[config.mk]
export PLATFORM = sky130hd
export DESIGN_NAME = msort_ram
export DESIGN_NICKNAME = d
export VERILOG_FILES = /design/src/msort_ram.sv
export SDC_FILE = /design/constraint.sdc
export NUM_CORES = 2
export LEC_CHECK = 0
export BUFFER_PORTS_ARGS = -buffer_cell sky130_fd_sc_hd__buf_4
export CORE_MARGIN = 2
export CORE_UTILIZATION = 35
export CTS_CLUSTER_SIZE = 28
export DETAILED_ROUTE_END_ITERATION = 8
export GPL_ROUTABILITY_DRIVEN = 0
export PLACE_DENSITY_LB_ADDON = 0.05
export SLEW_MARGIN = 10
export SYNTH_ARGS = -nofsm -noshare
export SYNTH_HDL_FRONTEND = slang
export SYNTH_SLANG_ARGS = --single-unit
[constraint.sdc]
create_clock -name clock -period 9.7 [get_ports clock]
set_input_delay 2.91 -clock clock [delete_from_list [all_inputs] [get_ports clock]]
set_output_delay 2.91 -clock clock [all_outputs]
set_load 0.01 [all_outputs]
[src/msort_ram.sv]
// ----------------------------------------------------------------------------
// msort_ram
// Generic RAM: one write port, two read ports, read data registered.
// ----------------------------------------------------------------------------
module msort_ram #(
   parameter int WIDTH = 32,
   parameter int DEPTH = 64
) (
   input  logic                     clock,
   input  logic                     wr_en,
   input  logic [$clog2(DEPTH)-1:0] wr_addr,
   input  logic [WIDTH-1:0]         wr_data,
   input  logic [$clog2(DEPTH)-1:0] rd_addr0,
   input  logic [$clog2(DEPTH)-1:0] rd_addr1,
   output logic [WIDTH-1:0]         rd_data0,
   output logic [WIDTH-1:0]         rd_data1
);

   logic [WIDTH-1:0] mem_ff [DEPTH];
   logic [WIDTH-1:0] rd_data0_ff;
   logic [WIDTH-1:0] rd_data1_ff;

   always_ff @(posedge clock) begin
      if (wr_en) begin
         mem_ff[wr_addr] <= wr_data;
      end
      rd_data0_ff <= mem_ff[rd_addr0];
      rd_data1_ff <= mem_ff[rd_addr1];
   end

   assign rd_data0 = rd_data0_ff;
   assign rd_data1 = rd_data1_ff;

endmodule
Word level (Yosys, flattened, before mapping)
Memory sizes are Yosys's and may differ from the RTL's. A register that Yosys moved wholly into a read port is not among the register bits.
Cells that the tools add are included.
{"block": "totals", "elab_cells": 3, "mem_bits_rw": 2048, "memories": 1, "ff_bits": 0}
{"block": "classes", "mux": 2}
{"memory": "mem_ff", "depth": 64, "width": 32, "read_ports": 2, "rd_clocked_by_memory_dff": 2, "write_ports": 1, "line": "19", "text": "logic [WIDTH-1:0] mem_ff [DEPTH];"}
{"cell": "$mux W1", "n": 2}

Depth between registers and ports, before layout
{"block": "depth", "depth_word": 2, "ltp_mapped": 10}

Worst setup path before layout
Ideal clock, no wire load.
{"block": "synth_path", "path_type": "input to register", "from": "input wr_addr[3]", "to": "memory mem_ff[48][0] (enable)", "t_required_ns": 9.239, "path_slack_ns": 3.599, "arrival_time_ns": 5.640, "cell_stages": 4, "path_cell_list": "clkbuf_1 > nor2b_1 > nand4b_1 > nor3_1"}
{"element": "start, declared", "line": "11", "text": "input logic [$clog2(DEPTH)-1:0] wr_addr,"}
{"element": "end, declared", "line": "19"}
Straight into the memory's write port.

==> flow_summary.yaml <==
run_status:
  status: "complete, no violations"
floorplanning:
  die_h_microns: 527
  initial_core_util_pct: 35.3
  die_area_sq_mm: 0.278
  core_area_sq_mm: 0.271
  die-width_microns: 527
  ios: 116
  num_rows: 191
critical_path:
  crit_family: "buffers and inverters"
  slowest_delay_ns: 0.76
  path_max_fanout: 81
  cp_num_buf_inv: 3
  endpoint_kind: "flop"
  cp_data_required_time_ns: 10.44
  start_kind: "input pin"
  crit_slowest_cell: "o211ai_1"
  critPathMostFrequentCell: "buf_12"
  cp_cell_sequence: "buf_8 -> buf_12 -> buf_12 -> mux4_2 -> mux2_2 -> o211ai_1 -> a21oi_1"
  path_class: "in -> reg"
  cp.arrival_ns: 6.53
layout:
  instances_no_fill: 8378
  seq_area_sq_mm: 0.0628
  final_cell_area_sq_mm: 0.109
  areaGrowthSynthToFinish_pct: 14.1
  nets: 4648
  multi_input_area_sq_mm: 0.0317
  drive_gt1_share_pct: 39.1
  layout_common_cells: "2048 x edfxtp_1, 1124 x mux4_2, 253 x clkbuf_16"
  final_common_cell: "edfxtp_1"
  fill_cells: 23800
  final_util_pct: 40.2
synth:
  muxShareOfSynthArea_pct: 29.0
  avgSynthCellArea_sq_um: 21.7
  ys.flop_type: "edfxtp_1"
  synth-simple-area-share_pct: 1.13
  synth_compound_area_share_pct: 2.39
  synth_xor_area_share_pct: 0
  synth_nets: 4464
  synth_warnings: 0
  syn_area_sq_mm: 0.0957
  synthAdderAreaFrac_pct: 0
  synth_cells: 4412
  synthArstFlopShare_pct: 0
  synth_top_family_by_area: "multiplexers"
  synth_cell_type_count: 38
  synth_edf_count: 2048
  ys_ff_latch: 2112
  yosysSeqAreaShare_pct: 65.6
place:
  dpl-instance-area_sq_mm: 0.101
  dpl.cell_count: 7915
  numPortBuffers: 115
  pre_cts_slack_ns: 2.89
  dp.final_hpwl_microns: 197000
global_routing:
  grt_overflow: 0
  grt.total_usage_pct: 24.9
  grt_pass1_vias: 53000
  antenna_found_initial: 26
  grt_max_degree: 119
  grt_pass1_wl_microns: 471000
clock_network:
  cts_setup_buffers: 0
  cts_tree: "built"
  cts_made_buffers: 248
  htreeDepth: 4
  worst_skew_pair.late_latency_ns: 0.92
  ctsHoldBuffers: 0
  post_cts_resized: 0
  cts.sink_count: 2112
  clockBufferDepth: 4
  clk_pin_slew_ns: 0.06
  cts-root-buf: "clkbuf_16"
sta:
  setup_tns_ns: 0
  slew_headroom_pct: 14.0
  fmax_mhz: 173
  fin_crit_sh_pct: 59.7
  skew_ns: 0.0454
  min_period_ns: 5.80
  worst_pin_slew_ns: 1.29
  setup_viol: 0
  setup_slack_ns: 3.90
  hold_viol: 0
  rsz0062_at_grt: "no"
  slew_viol_final: 0
power_and_ir_drop:
  power.leakage_nw: 33.9
  ir_drop_mv: 0.164
  p_per_area_mw_per_mm2: 192
drt:
  finalWirelength_microns: 348000
  drt_iter0_drc: 5909
  drcViolationCount: 0
  ant_nets: 0
  first_pass_iters: 5
  wl_per_cell_microns: 41.5
  vias: 51600
  viasPerCell: 6.16
min_path:
  min_path_type: "reg -> reg"
run:
  maxCapViolCount: 0
## path summary, 6_finish.rpt
path,slack [ns],startpoint,cells past startpoint,end
worst max-delay path,3.90,rd_addr1[0],7,rd_data1[24]
worst min-delay path,0.87,mem_ff[38][21],4,rd_data0[21]
worst max register to register,7.13,mem_ff[3][16],4,rd_data1[16]
worst min register to register,0.87,mem_ff[38][21],4,rd_data0[21]
## tightest hold or removal path: stages (launching register included)
cell,delay (ns)
edfxtp_1,0.33
mux4_2,0.24
a32oi_1,0.05
o21ai_0,0.07
o32a_1,0.15
## synth_stat cells, types with 11 or more instances
master	instances	area (sq um)
a211oi_1	15	113
a21oi_1	58	290
a221oi_1	13	114
a22oi_1	85	638
buf_1	25	93.8
buf_2	121	606
buf_4	55	413
buf_6	11	124
clkbuf_1	135	507
dfxtp_1	64	1280
edfxtp_1	2048	61500
mux2_2	36	405
mux2i_1	204	2040
mux4_2	1124	25300
nand2_1	93	349
nor2_1	94	353
nor2b_1	19	119
o211ai_1	27	203
o21ai_0	18	90.1
o21ai_1	31	155
o221ai_1	16	140
o22ai_1	56	350
## report_power, final
group / internal (mW) / switching [mW] / leakage, nW
combinational: 0.686 / 1.04 / 11.1
clock: 5.27 / 3.80 / 3.83
sequential: 10.1 / 0.0839 / 19.0
## registers in the layout, summed over array words and instances (netlist names)
| register | flops |
|---|---|
| mem_ff | 2048 |
| rd_data0 | 32 |
| rd_data1 | 32 |
## logic make-up after synthesis
logic type / after synthesis
flip-flops: 2112
multiplexers: 1364
buffers and inverters: 348
AO/OA/AOI/OAI: 340
AND/OR/NAND/NOR: 248
## stage by stage
step / power [mW] / hold WS [ns]
5_1_grt: 21.6 / 0.904
4_1_cts: 21.2 / 0.855
3_3_place_gp: 12.1 / 0.833
6_report: 21.0 / 0.869
2_1_floorplan: 11.3 / 0.780
3_5_place_dp: 12.1 / 0.839
## layout make-up
class                   count  share of cell area [%]
flip-flops and latches   2112                    57.5
multi-input cells        1952                    29.0
clock buffers             329                    6.27
well taps                3570                    4.09
repair buffers            281                    2.24
clock inverters           122                   0.851
diodes                     11                  0.0252
inverters                   1                 0.00344
## routing by layer
layer  up-vias  share of wire [%]  track usage, %
li1      19900                  -               -
met1     29400                 44            35.5
met2      1868                 48            39.9
met3       421                6.1            3.69
met4         6                2.6            6.46
met5         -             0.0098               0
Note: power is estimated with default switching activity, not from simulation.
